`config.mk`:
```
export PLATFORM = sky130hd
export DESIGN_NAME = sorted_priority_queue_unit
export DESIGN_NICKNAME = d
export VERILOG_FILES = /design/src/spq_pkg.sv /design/src/spq_cell.sv /design/src/sorted_priority_queue_unit.sv
export VERILOG_INCLUDE_DIRS = /design/src /design/src/src
export SDC_FILE = /design/constraint.sdc
export NUM_CORES = 1
export LEC_CHECK = 0
export BUFFER_PORTS_ARGS = -buffer_cell sky130_fd_sc_hd__buf_2
export CAP_MARGIN = 20
export CELL_PAD_IN_SITES_DETAIL_PLACEMENT = 0
export CELL_PAD_IN_SITES_GLOBAL_PLACEMENT = 1
export CORE_ASPECT_RATIO = 1.5
export CORE_UTILIZATION = 46
export CTS_CLUSTER_DIAMETER = 200
export CTS_CLUSTER_SIZE = 12
export DETAILED_ROUTE_END_ITERATION = 8
export PLACE_DENSITY = 0.85
export SYNTH_ARGS = -nofsm -noshare
export SYNTH_HDL_FRONTEND = slang
export SYNTH_SLANG_ARGS = --single-unit
```
`constraint.sdc`:
```
create_clock -name clk -period 4.72 [get_ports clk]
set_input_delay 0.472 -clock clk [delete_from_list [all_inputs] [get_ports clk]]
set_output_delay 0.472 -clock clk [all_outputs]
set_load 0.005 [all_outputs]
```
`src/assert_macros.svh`:
```
// ---------------------------------------------------------------------------
// Assertion macros
// Shared concurrent assertion forms; define ASSERT_OFF to compile them out.
// ---------------------------------------------------------------------------
`ifndef ASSERT_MACROS_SVH
`define ASSERT_MACROS_SVH

`ifndef ASSERT_OFF

`define ASSERT_IMPLY(label, clk, rst, ante, cons) \
  label: assert property (@(posedge clk) disable iff (rst) (ante) |-> (cons)) \
    else $error("implication check failed");

`define ASSERT_NEXT(label, clk, rst, ante, cons) \
  label: assert property (@(posedge clk) disable iff (rst) (ante) |=> (cons)) \
    else $error("next-cycle check failed");

`define ASSERT_NEVER(label, clk, rst, cond) \
  label: assert property (@(posedge clk) disable iff (rst) !(cond)) \
    else $error("forbidden condition seen");

`else

`define ASSERT_IMPLY(label, clk, rst, ante, cons)
`define ASSERT_NEXT(label, clk, rst, ante, cons)
`define ASSERT_NEVER(label, clk, rst, cond)

`endif

`endif

```
`src/spq_pkg.sv`:
```
// ---------------------------------------------------------------------------
// Sorted priority queue package
// Command and result types, cell control types and operation codes.
// ---------------------------------------------------------------------------
package spq_pkg;

  localparam logic KIND_INSERT = 1'b0;
  localparam logic KIND_REMOVE = 1'b1;

  typedef enum logic [1:0] {
    ERR_OK    = 2'd0,
    ERR_FULL  = 2'd1,
    ERR_EMPTY = 2'd2
  } err_code_t;

  typedef struct packed {
    logic        kind;
    logic [7:0]  key;
    logic [15:0] entry_tag;
  } spq_cmd_t;

  typedef struct packed {
    logic        removed_valid;
    logic [7:0]  removed_key;
    logic [15:0] removed_tag;
    logic [1:0]  error_code;
    logic [4:0]  occupancy;
    logic [7:0]  front_key;
    logic [15:0] front_tag;
  } spq_result_t;

  typedef struct packed {
    logic [7:0]  key;
    logic [15:0] tag;
  } spq_entry_t;

  // Broadcast to every cell of the chain
  typedef struct packed {
    logic        ins;
    logic        rem;
    spq_entry_t  item;
  } spq_ctrl_t;

endpackage

```
`src/spq_cell.sv`:
```
// ---------------------------------------------------------------------------
// Sorted queue cell
// One slot of the sorted chain: holds an entry and, on an operation, keeps it or
// takes its upper neighbor's entry, the new entry or its lower neighbor's entry.
// ---------------------------------------------------------------------------
module spq_cell (
  input  logic               clk,
  input  spq_pkg::spq_ctrl_t ctrl,
  input  logic               occupied,
  input  spq_pkg::spq_entry_t prev_entry,
  input  logic               prev_place,
  input  spq_pkg::spq_entry_t next_entry,
  output spq_pkg::spq_entry_t entry,
  output spq_pkg::spq_entry_t entry_next,
  output logic               place
);
  import spq_pkg::*;

  // New entry belongs at or above this slot
  assign place = !occupied || (entry.key > ctrl.item.key);

  always_comb begin
    entry_next = entry;
    if (ctrl.ins) begin
      if (prev_place) begin
        entry_next = prev_entry;
      end else if (place) begin
        entry_next = ctrl.item;
      end
    end else if (ctrl.rem) begin
      entry_next = next_entry;
    end
  end

  always_ff @(posedge clk) begin
    entry <= entry_next;
  end

endmodule

```
`src/sorted_priority_queue_unit.sv`:
```
// ---------------------------------------------------------------------------
// Sorted priority queue unit
// Bounded queue of keyed entries kept in ascending key order in a cell chain.
// ---------------------------------------------------------------------------
// Usage:
//   Drive cmd and raise start; the command transfers at the clock edge where
//   start is high and busy is low. busy stays low, so a command may transfer
//   in every cycle. kind selects insert (sorted, after equal keys) or remove
//   (smallest key leaves first).
//   The result appears on result in the cycle after the transfer, marked by done
//   for exactly one cycle; throughput 1 command per cycle.
//   Every cell compares its key with the broadcast key and shifts toward its
//   neighbor in the same cycle.
//   The result reports the removed entry, an error code (insert on a full
//   queue is dropped, remove on an empty queue does nothing), the occupancy
//   and the front entry after the operation.
//   The receiver cannot hold results off; each must be taken when done is high.
//   Reset empties the queue and clears done; stored entries are not cleared.
// ---------------------------------------------------------------------------
module sorted_priority_queue_unit #(
  parameter int QUEUE_DEPTH = 16
) (
  input  logic                 clk,
  input  logic                 rst,
  input  logic                 start,
  input  spq_pkg::spq_cmd_t    cmd,
  output logic                 busy,
  output logic                 done,
  output spq_pkg::spq_result_t result
);
  import spq_pkg::*;
  `include "assert_macros.svh"

  localparam int CNT_W = $clog2(QUEUE_DEPTH + 1);

  logic [CNT_W-1:0] count;
  logic [CNT_W-1:0] count_next;
  logic             accept;
  logic             full;
  logic             empty;
  spq_ctrl_t        ctrl;
  spq_result_t      result_next;

  spq_entry_t entry      [QUEUE_DEPTH];
  spq_entry_t entry_next [QUEUE_DEPTH];
  spq_entry_t prev_entry [QUEUE_DEPTH];
  spq_entry_t next_entry [QUEUE_DEPTH];
  logic       place      [QUEUE_DEPTH];
  logic       prev_place [QUEUE_DEPTH];
  logic       occupied   [QUEUE_DEPTH];

  assign busy   = 1'b0;
  assign accept = start && !busy;
  assign full   = (count == CNT_W'(QUEUE_DEPTH));
  assign empty  = (count == '0);

  assign ctrl.ins       = accept && (cmd.kind == KIND_INSERT) && !full;
  assign ctrl.rem       = accept && (cmd.kind == KIND_REMOVE) && !empty;
  assign ctrl.item.key  = cmd.key;
  assign ctrl.item.tag  = cmd.entry_tag;

  // Neighbor wiring; the first cell sees an empty upper neighbor, the last cell its own entry below
  always_comb begin
    for (int i = 0; i < QUEUE_DEPTH; i++) begin
      occupied[i] = (CNT_W'(i) < count);
      if (i == 0) begin
        prev_entry[i] = '0;
        prev_place[i] = 1'b0;
      end else begin
        prev_entry[i] = entry[i-1];
        prev_place[i] = place[i-1];
      end
      if (i == QUEUE_DEPTH - 1) begin
        next_entry[i] = entry[i];
      end else begin
        next_entry[i] = entry[i+1];
      end
    end
  end

  for (genvar g = 0; g < QUEUE_DEPTH; g++) begin : g_cell
    spq_cell u_cell (
      .clk        (clk),
      .ctrl       (ctrl),
      .occupied   (occupied[g]),
      .prev_entry (prev_entry[g]),
      .prev_place (prev_place[g]),
      .next_entry (next_entry[g]),
      .entry      (entry[g]),
      .entry_next (entry_next[g]),
      .place      (place[g])
    );
  end

  always_comb begin
    count_next = count;
    if (ctrl.ins) begin
      count_next = count + CNT_W'(1);
    end else if (ctrl.rem) begin
      count_next = count - CNT_W'(1);
    end
  end

  always_comb begin
    result_next = '0;
    result_next.removed_valid = ctrl.rem;
    if (ctrl.rem) begin
      result_next.removed_key = entry[0].key;
      result_next.removed_tag = entry[0].tag;
    end
    if (cmd.kind == KIND_INSERT && full) begin
      result_next.error_code = ERR_FULL;
    end else if (cmd.kind == KIND_REMOVE && empty) begin
      result_next.error_code = ERR_EMPTY;
    end else begin
      result_next.error_code = ERR_OK;
    end
    result_next.occupancy = 5'(count_next);
    if (count_next != '0) begin
      result_next.front_key = entry_next[0].key;
      result_next.front_tag = entry_next[0].tag;
    end
  end

  always_ff @(posedge clk) begin
    if (rst) begin
      count <= '0;
      done  <= 1'b0;
    end else begin
      count <= count_next;
      done  <= accept;
    end
  end

  always_ff @(posedge clk) begin
    if (accept) begin
      result <= result_next;
    end
  end

  `ASSERT_NEVER(a_count_bound, clk, rst, count > CNT_W'(QUEUE_DEPTH))
  `ASSERT_NEXT(a_done_follows, clk, rst, accept, done)
  `ASSERT_IMPLY(a_full_occ, clk, rst, done && result.error_code == ERR_FULL,
                result.occupancy == 5'(QUEUE_DEPTH) && !result.removed_valid)
  `ASSERT_IMPLY(a_removed_sorted, clk, rst,
                done && result.removed_valid && result.occupancy != 5'd0,
                result.removed_key <= result.front_key)
  `ASSERT_IMPLY(a_empty_front, clk, rst, done && result.error_code == ERR_EMPTY,
                result.occupancy == 5'd0 && result.front_key == 8'd0)

endmodule

```
# Yosys cells after proc, flatten, opt, wreduce, memory -nomap -nowiden

Index checks and enable logic that the tools add are counted.

Flip-flop bits (word level): 446
Output and inout port bits: 58
Logic and storage cells: 214

Add/sub/neg operators: 2
$lt $le $gt $ge: 32
Equality and inequality tests: 15
Mux-type cells: 64
Bitwise logic cells: 1
Reductions and logical operators: 59

Operators with widths:

| kind                                                                        | count |
|---|---|
| 24-bit 2-to-1 mux                                                           | 61 |
| 8-bit > comparator                                                          | 16 |
| 3-bit by 1-bit != test with 1-bit output, second input constant             | 14 |
| 4-bit by 5-bit less-than comparator with 1-bit output, first input constant | 8 |
| 2-bit AND reduction                                                         | 15 |
| 3-bit by 5-bit less-than comparator with 1-bit output, first input constant | 4 |
| 1-bit logical NOT                                                           | 18 |
| 1-bit logical OR                                                            | 16 |
| 1-bit by 5-bit less-than comparator with 1-bit output, first input constant | 2 |
| 2-bit by 5-bit less-than comparator with 1-bit output, first input constant | 2 |
| 5-bit 2-to-1 mux                                                            | 2 |
| 1-bit logical AND                                                           | 6 |
| 5-bit by 1-bit adder with 5-bit output, second input constant               | 1 |
| 5-bit == test, second input constant                                        | 1 |
| 5-bit logical NOT                                                           | 1 |
| 5-bit nonzero test                                                          | 1 |
| 5-bit by 1-bit subtractor with 5-bit output, second input constant          | 1 |
| 2-bit nonzero test                                                          | 2 |
| 2-bit 2-to-1 mux                                                            | 1 |
| 1-bit NOT                                                                   | 1 |

# Logic depth before layout (Yosys ltp)

Gate-level depths: netlist (run 1).

Depth in word-level cells: 6
Mapped depth: 13

# Cells and area by module

Synthesis (run 1) repeated with hierarchy kept, for this count alone.

Cell total of the unflattened synthesis: 4029
Area total of the unflattened synthesis: 33905.0 um2

By module, submodules not included:

| module                          | times used | cells an instance | area each (um2) | seq. area each (um2) |
|---|---|---|---|---|
| spq_cell (g_cell[0].u_cell ...) | 9          | 271               | 2065.7          | 480.5 |
| spq_cell (g_cell[3].u_cell ...) | 7          | 193               | 1754.2          | 480.5 |
| sorted_priority_queue_unit      | 1          | 239               | 3034.2          | 1801.7 |

# Worst setup path before layout (run 1)

Ideal clock, no wire load.

Path kind: input to register
Start: input cmd[18] (netlist name)
End: register g_cell[5].u_cell.entry[0] (netlist name)
Setup time: 0.420 ns
Arrival: 4.042 ns
Setup slack: 0.259 ns
Cell stages on the path: 12
Buffers on the path: 4
Cells stage by stage: clkbuf_1 -> clkbuf_1 -> inv_1 -> ha_1 -> nand3_1 -> o221a_2 -> o211ai_1 -> a21o_1 -> buf_2 -> buf_4 -> inv_1 -> a31oi_1

Word-level cells in the longest chain between the ends: 4
Elaborated cells on any way between the ends: 6
Those cells by class: order compare (2); eq/ne (1); reduce/logical (3)

RTL lines:

| item                                                   | line                             | text |
|---|---|---|
| start: declaration                                     | sorted_priority_queue_unit.sv:26 | `input spq_pkg::spq_cmd_t cmd,` |
| 8-bit > comparator                                     | spq_cell.sv:20                   | `assign place = !occupied \|\| (entry.key > ctrl.item.key);` |
| 1-bit logical OR                                       | spq_cell.sv:20                   |  |
| 3-bit by 1-bit != test with 1-bit output (no line) (*) | -                                |  |
| 2-bit AND reduction (no line) (*)                      | -                                |  |

Mark *: on every way between the ends. The rest lies on a longest branch, timed or not.
A chain may end at the register's enable or synchronous reset.

# Worst setup path after layout (run 1)

Start: register count[4]
End: register result[9] (netlist name), data pin

Word-level cells in the longest chain between the ends: 6
Elaborated cells on any way between the ends: 17
Those cells by class: add/sub (2); order compare (1); eq/ne (1); mux (5); reduce/logical (8)

RTL lines:

| item                                                                                | line                              | text |
|---|---|---|
| start: declaration                                                                  | sorted_priority_queue_unit.sv:36  | `logic [CNT_W-1:0] count;` |
| start signal: assignment                                                            | sorted_priority_queue_unit.sv:130 | `count <= count_next;` |
| branches (longest 6 deep; another with 5-bit by 1-bit subtractor with 5-bit output) | -                                 |  |
| end signal: assignment                                                              | sorted_priority_queue_unit.sv:137 | `result <= result_next;` |
| end: declaration                                                                    | sorted_priority_queue_unit.sv:29  | `output spq_pkg::spq_result_t result` |

Several ways; the timed one is not identified.

==> impl_metrics.yaml, run 1 <==
synthesis:
  synth.top_cell.area_share: 0.494
  ys_warn_count: 0
  netlist_instances: 2400
  synth_edf_count: 416
  yosys-top-cells-area: "edfxtp_1 49%, mux2i_1 9.5%, ha_1 6.5%, nand2_1 5.7%, o21ai_0 5.3%"
  ys_seq_area_frac: 0.518
  netlist_area_sq_um: 25300
  synth-main-ff-cell: "edfxtp_1"
  async_flop_share: 0
  yosysMostFrequentCell: "edfxtp_1"
  syn-mean-instance-area_sq_um: 10.5
  ys_types: 63
  synth_top_cells_by_count: "416 x edfxtp_1, 381 x nand2_1, 267 x o21ai_0"
  synth_nets: 2560
  ys_ff_latch: 446
  yosysTopAreaCell: "edfxtp_1"
place:
  dpl.hpwl_microns: 43300
  dp_cells: 3033
  io_buffers: 84
  gp_congestion: 0.874
run_status:
  status: "finished, violations left"
  failed_checks: "DRC"
drt:
  antenna_left: 0
  drt-total-wl_microns: 61300
  via_per_inst: 5.91
  routedWlPerCell_microns: 19.8
  drtIter0Drc: 1452
  drt_first_pass_iters: 7
  vias: 18269
  drcViolationCount: 11
clock_network:
  cts_tree: "done"
  clk_pin_slew_ns: 0.07
  clock_latency_ns: 0.57
  post_cts_buffers: 0
  holdBufCountCts: 0
  h-tree-depth: 2
  cts_buffers: 43
  cts_buffer_depth: 3
  cts_resized: 0
  root_buffer: "clkbuf_16"
  clock-sinks: 446
timing:
  max_slew_margin: 0.205
  fmax_mhz: 286
  period_needed_ns: 3.50
  finalSetupViolations: 0
  clock_skew_ns: 0.0211
  period_share: 0.741
  hold_viol_final: 0
  tightest_slew_ns: 1.19
  fin_tns_setup_ns: 0
  slew_viol_final: 0
  whs_ns: 0.139
  rsz0062_at_grt: "false"
pwr:
  swShare: 0.363
  power.switching_mw: 5.50
  vdd_ir_drop_max_uv: 297
  p_int_mw: 9.64
  seqPwrFrac: 0.436
  power.total_mw: 15.1
  clkPwrFrac: 0.208
  cellPowerDensity_nw_per_um2: 550
  power_leakage_nw: 10.9
  p_comb_frac: 0.355
floorplan:
  core_area_sq_um: 54000
  rows: 104
  dieArea_sq_um: 55900
  io_pins: 86
  dieHeight_microns: 289
  die_x_microns: 193
  initial_core_util: 0.468
setup_path:
  critical_path.startpoint_type: "register"
  path_cells: "nand4bb_1 -> nand2_4 -> buf_12 -> and3_1 -> a311oi_2"
  slowest_stage: "dfxtp_1"
  worstPathRequired_ns: 4.99
  critical_path_class: "register to register"
  max_stage_delay_ns: 0.91
  crit_fanout: 302
  crit_arrival_ns: 3.76
  crit_path_end_kind: "register"
global_route:
  grt_pass1_vias: 18010
  antenna_found_initial: 1
  grt_pass1_wl_microns: 97600
  grt_max_degree: 303
  grt.total_usage: 0.216
  grt_remaining_overflow: 0
min_path:
  hp-class: "input port to register"
finish:
  final_cells: 3093
  area_growth_pct: 8.85
  drive_gt1_frac: 0.115
  nets: 2549
run:
  drv_cap: 0
-- power groups by stage --
stage,registers (mW),clock network (mW),logic [mW]
3_5_place_dp,6.67,0,5.38
4_1_cts,6.61,3.23,5.39
3_3_place_gp,6.64,0,5.19
2_1_floorplan,6.41,0,4.02
5_1_grt,6.73,3.35,5.95
6_report,6.61,3.15,5.38
-- per-stage QoR --
| stage | instance area, sq um | utilization | setup WS (ns) |
|---|---|---|---|
| floorplan | 25300 | - | 0.259 |
| global placement | 26300 | 0.488 | 0.905 |
| detailed placement | 26300 | 0.488 | 0.880 |
| CTS | 27500 | 0.510 | 1.26 |
| global route | 27500 | 0.510 | 0.986 |
| finish | 27500 | 0.510 | 1.22 |
-- cell type report --
cell class / count / area [sq um]
Fill cell: 4683 / 26500
Sequential cell: 446 / 13100
Multi-Input combinational cell: 1722 / 11400
Clock buffer: 55 / 1120
Timing Repair Buffer: 140 / 878
Tap cell: 689 / 862
Inverter: 36 / 135
Clock inverter: 4 / 66.3
Antenna cell: 1 / 2.50
-- final timing paths --
path                                          start                                 to  slack, ns  depth (start not counted)
setup / recovery                count[4]$_SDFF_PP0_            result[9]$_SDFFCE_PN0P_       1.22                          5
hold / removal                                  rst                count[3]$_SDFF_PP0_       0.14                          2
setup reg to reg                count[4]$_SDFF_PP0_            result[9]$_SDFFCE_PN0P_       1.22                          5
hold reg to reg   g_cell[0].u_cell.entry[2]$_DFF_P_  g_cell[0].u_cell.entry[2]$_DFF_P_       0.53                          2
-- kinds of logic after synthesis --
kind of cell | after synthesis | share of synthesized area
flops | 446 | 0.518
buf+inv | 232 | 0.0406
compound gates | 646 | 0.150
mux | 265 | 0.106
other cells | 1 | 0.000148
simple gates | 674 | 0.118
xor+xnor | 4 | 0.00198
fa+ha+maj | 132 | 0.0653
-- layout by cell type (no fill, tap or decap), drive strengths merged, types with 5 or more instances in the layout --
| master | instances |
|---|---|
| a31oi | 86 |
| and3 | 38 |
| a311oi | 24 |
| clkbuf | 55 |
| inv | 38 |
| nand3b | 23 |
| and2 | 24 |
| mux2 | 25 |
| o21ai | 279 |
| buf | 140 |
| nor2b | 20 |
| nor2 | 137 |
| ha | 132 |
| nand4 | 18 |
| nand3 | 16 |
| mux2i | 240 |
| o21a | 5 |
| o211ai | 12 |
| a21oi | 189 |
| dfxtp | 30 |
| a21o | 26 |
| nand2 | 381 |
| edfxtp | 416 |
-- routing by layer --
layer	share of wire	GRT usage	vias up
li1	-	-	8776
met1	0.40	0.253	8798
met2	0.52	0.398	536
met3	0.042	0.0214	159
met4	0.046	0.106	0
met5	0	0	-
-- registers in the layout (all words and copies together) (netlist names) --
register,count
result,56
done,1
count,5
g_cell.u_cell.entry,384
-- worst max-delay path, delay by kind of cell (launching register included) --
kind,cells,cell delay [ns]
flip-flops,1,0.91
AND/OR/NAND/NOR,3,1.24
buffers and inverters,1,0.65
AO/OA/AOI/OAI,1,0.05
(Power assumes the default switching activity.)
==> run 2: changes to the inputs <==
==> constraint.sdc (replaced) <==
create_clock -name clk -period 3 [get_ports clk]
set_input_delay 0.3 -clock clk [delete_from_list [all_inputs] [get_ports clk]]
set_output_delay 0.3 -clock clk [all_outputs]
set_load 0.005 [all_outputs]
==> run 2 against run 1 <==
The run still ends with DRC left. Global-route usage shrank 0.12 points. Wire length fell by 1.3%. Clock power increased by 57%. Clock-buffer cell count grew 5. Hold slack got worse by 0.048 ns. Register-to-register slack worse by 1.0 ns. Maximum frequency grew 24%. Critical path depth increased by 2. Non-clock buffer count rose by 30. Design area is 2.0% higher. Cell count grew 1.1%. Highest routed layer unchanged.
==> impl_metrics.yaml, run 2 (synthesis gave the netlist of run 1 again) <==
run_status:
  status: "finished, violations left"
  failed_checks: "DRC"
timing:
  max_slew_margin: 0.379
  fmax_mhz: 355
  finalSetupViolations: 0
  period_share: 0.939
  period_needed_ns: 2.82
  slew_viol_final: 0
  whs_ns: 0.0913
  tightest_slew_ns: 0.931
  rsz0062_at_grt: "false"
  clock_skew_ns: 0.0191
  hold_viol_final: 0
setup_path:
  crit_arrival_ns: 3.00
  r2r_start: "g_cell[4].u_cell.entry[18]$_DFFE_PP_"
  worstPathRequired_ns: 3.18
  reg2reg_to: "g_cell[5].u_cell.entry[0]$_DFFE_PP_"
  r2r_slack_ns: 0.18
  critical_path.startpoint_type: "register"
  crit_path_end_kind: "register"
  crit_fanout: 24
  ff2ff_path_depth: 7
  critical_path_class: "register to register"
global_route:
  met3_usage: 0.0220
  grt_pass1_vias: 18133
  top_usage_layer: "met2"
  grtUsageMet1: 0.248
  grt_remaining_overflow: 0
  grtUsageMet2: 0.406
  grt_pass1_wl_microns: 97200
  grt.total_usage: 0.215
  grt_max_degree: 203
  antenna_found_initial: 0
finish:
  regMostFlops: "g_cell.u_cell.entry"
  largest_reg_flops: 384
  nets: 2579
  reg_top3: "g_cell.u_cell.entry: 384 flops, result: 56 flops, count: 5 flops"
  drive_gt1_frac: 0.128
  mostFrequentLayoutCell: "edfxtp_1"
  area_growth_pct: 11.0
  insertedDiodeCount: 0
  num-fill-cells: 4611
  layout_common_cells: "416 x edfxtp_1, 380 x nand2_1, 267 x o21ai_0, 240 x mux2i_1, 183 x a21oi_1"
drt:
  drt_first_pass_iters: 9
  drtIter0Drc: 1397
  via_per_inst: 5.82
  drt-total-wl_microns: 60500
  drcViolationCount: 16
  antenna_left: 0
  routedWlPerCell_microns: 19.3
  vias: 18190
clock_network:
  root_buffer: "clkbuf_16"
  clk_pin_slew_ns: 0.07
  cts_buffers: 43
  cts_resized: 0
  clock-sinks: 446
  h-tree-depth: 2
  cts_tree: "done"
  cts_buffer_depth: 3
  clock_latency_ns: 0.57
pwr:
  power_leakage_nw: 11.1
  vdd_ir_drop_max_uv: 574
  power.total_mw: 24.1
  cellPowerDensity_nw_per_um2: 858
floorplan:
  rows: 104
  io_pins: 86
  dieArea_sq_um: 55900
  dieHeight_microns: 289
  core_area_sq_um: 54000
  die_x_microns: 193
  initial_core_util: 0.468
place:
  dpl.hpwl_microns: 44100
  io_buffers: 84
  gp_congestion: 0.880
min_path:
  min_from: "cmd[24]"
  min_to: "result[29]$_SDFFCE_PP1P_"
  whs_path_depth: 2
  hp-class: "input port to register"
run:
  drv_cap: 0
==> run 2: cell count changes in the layout (fill, tap and decap cells not counted), sizes merged <==
| cell | delta |
|---|---|
| diode | -1 |
| clkbuf | +5 |
| inv | -1 |
| dlygate4sd3 | +1 |
| buf | +29 |
==> run 2: what timing repair did <==
action                     in CTS  in global routing
hold buffers                    1                  0
hold endpoints to repair        6                  0
buffers inserted                0                  0
setup endpoints to repair       0                  0
==> run 2: area by class of cell <==
type                    instances  area (sq um)  share of cell area
multi-input cells            1722         11500               0.409
well taps                     689           862              0.0307
flip-flops and latches        446         13100               0.467
clock inverters                 3          43.8             0.00156
inverters                      36           143             0.00508
clock buffers                  60          1140              0.0406
repair buffers                170          1290              0.0461
==> run 2: worst max-delay path, cell delays in order (launching register included) <==
cell      delay [ns]
edfxtp_1        0.44
ha_1            0.33
nand3_1         0.10
o221a_2         0.27
o211ai_1        0.27
a221oi_4        0.12
buf_12          0.18
a31oi_4         0.72
==> run 2: report_power, final <==
part           total [mW]  internal, mW  switching (mW)
clock                4.94          2.63            2.31
combinational        8.82          3.56            5.26
sequential           10.3          9.25            1.07
total                24.1          15.4            8.65
==> run 2: through the flow <==
stage,instance area (sq um),util,setup WS [ns],std cells,setup TNS [ns]
floorplan,25600,-,0.000732,2400,0
global placement,26900,0.498,0.0570,3062,0
detailed placement,26900,0.498,-0.0149,3062,-0.113
CTS,28100,0.520,0.183,3126,0
global route,28100,0.520,0.0355,3126,0
finish,28100,0.520,0.182,3126,0
==> run 2: worst max-delay path by stage <==
stage,startpoint,slack (ns),end,depth (start not counted)
after floorplan,cmd[18],0.0007,g_cell[6].u_cell.entry[0]$_DFFE_PP_,12
after global placement,cmd[16],0.06,g_cell[15].u_cell.entry[10]$_DFFE_PP_,10
after detailed placement,cmd[16],-0.01,g_cell[15].u_cell.entry[5]$_DFFE_PP_,10
after CTS,g_cell[4].u_cell.entry[18]$_DFFE_PP_,0.18,g_cell[5].u_cell.entry[0]$_DFFE_PP_,7
after global routing,count[1]$_SDFF_PP0_,0.04,result[1]$_SDFFCE_PN0P_,9
final,g_cell[4].u_cell.entry[18]$_DFFE_PP_,0.18,g_cell[5].u_cell.entry[0]$_DFFE_PP_,7
==> run 2: layer usage <==
layer,wire (microns),vias to the layer above
met5,0,-
met4,2060,0
met3,2500,123
met2,31800,557
met1,24100,8663
li1,-,8847
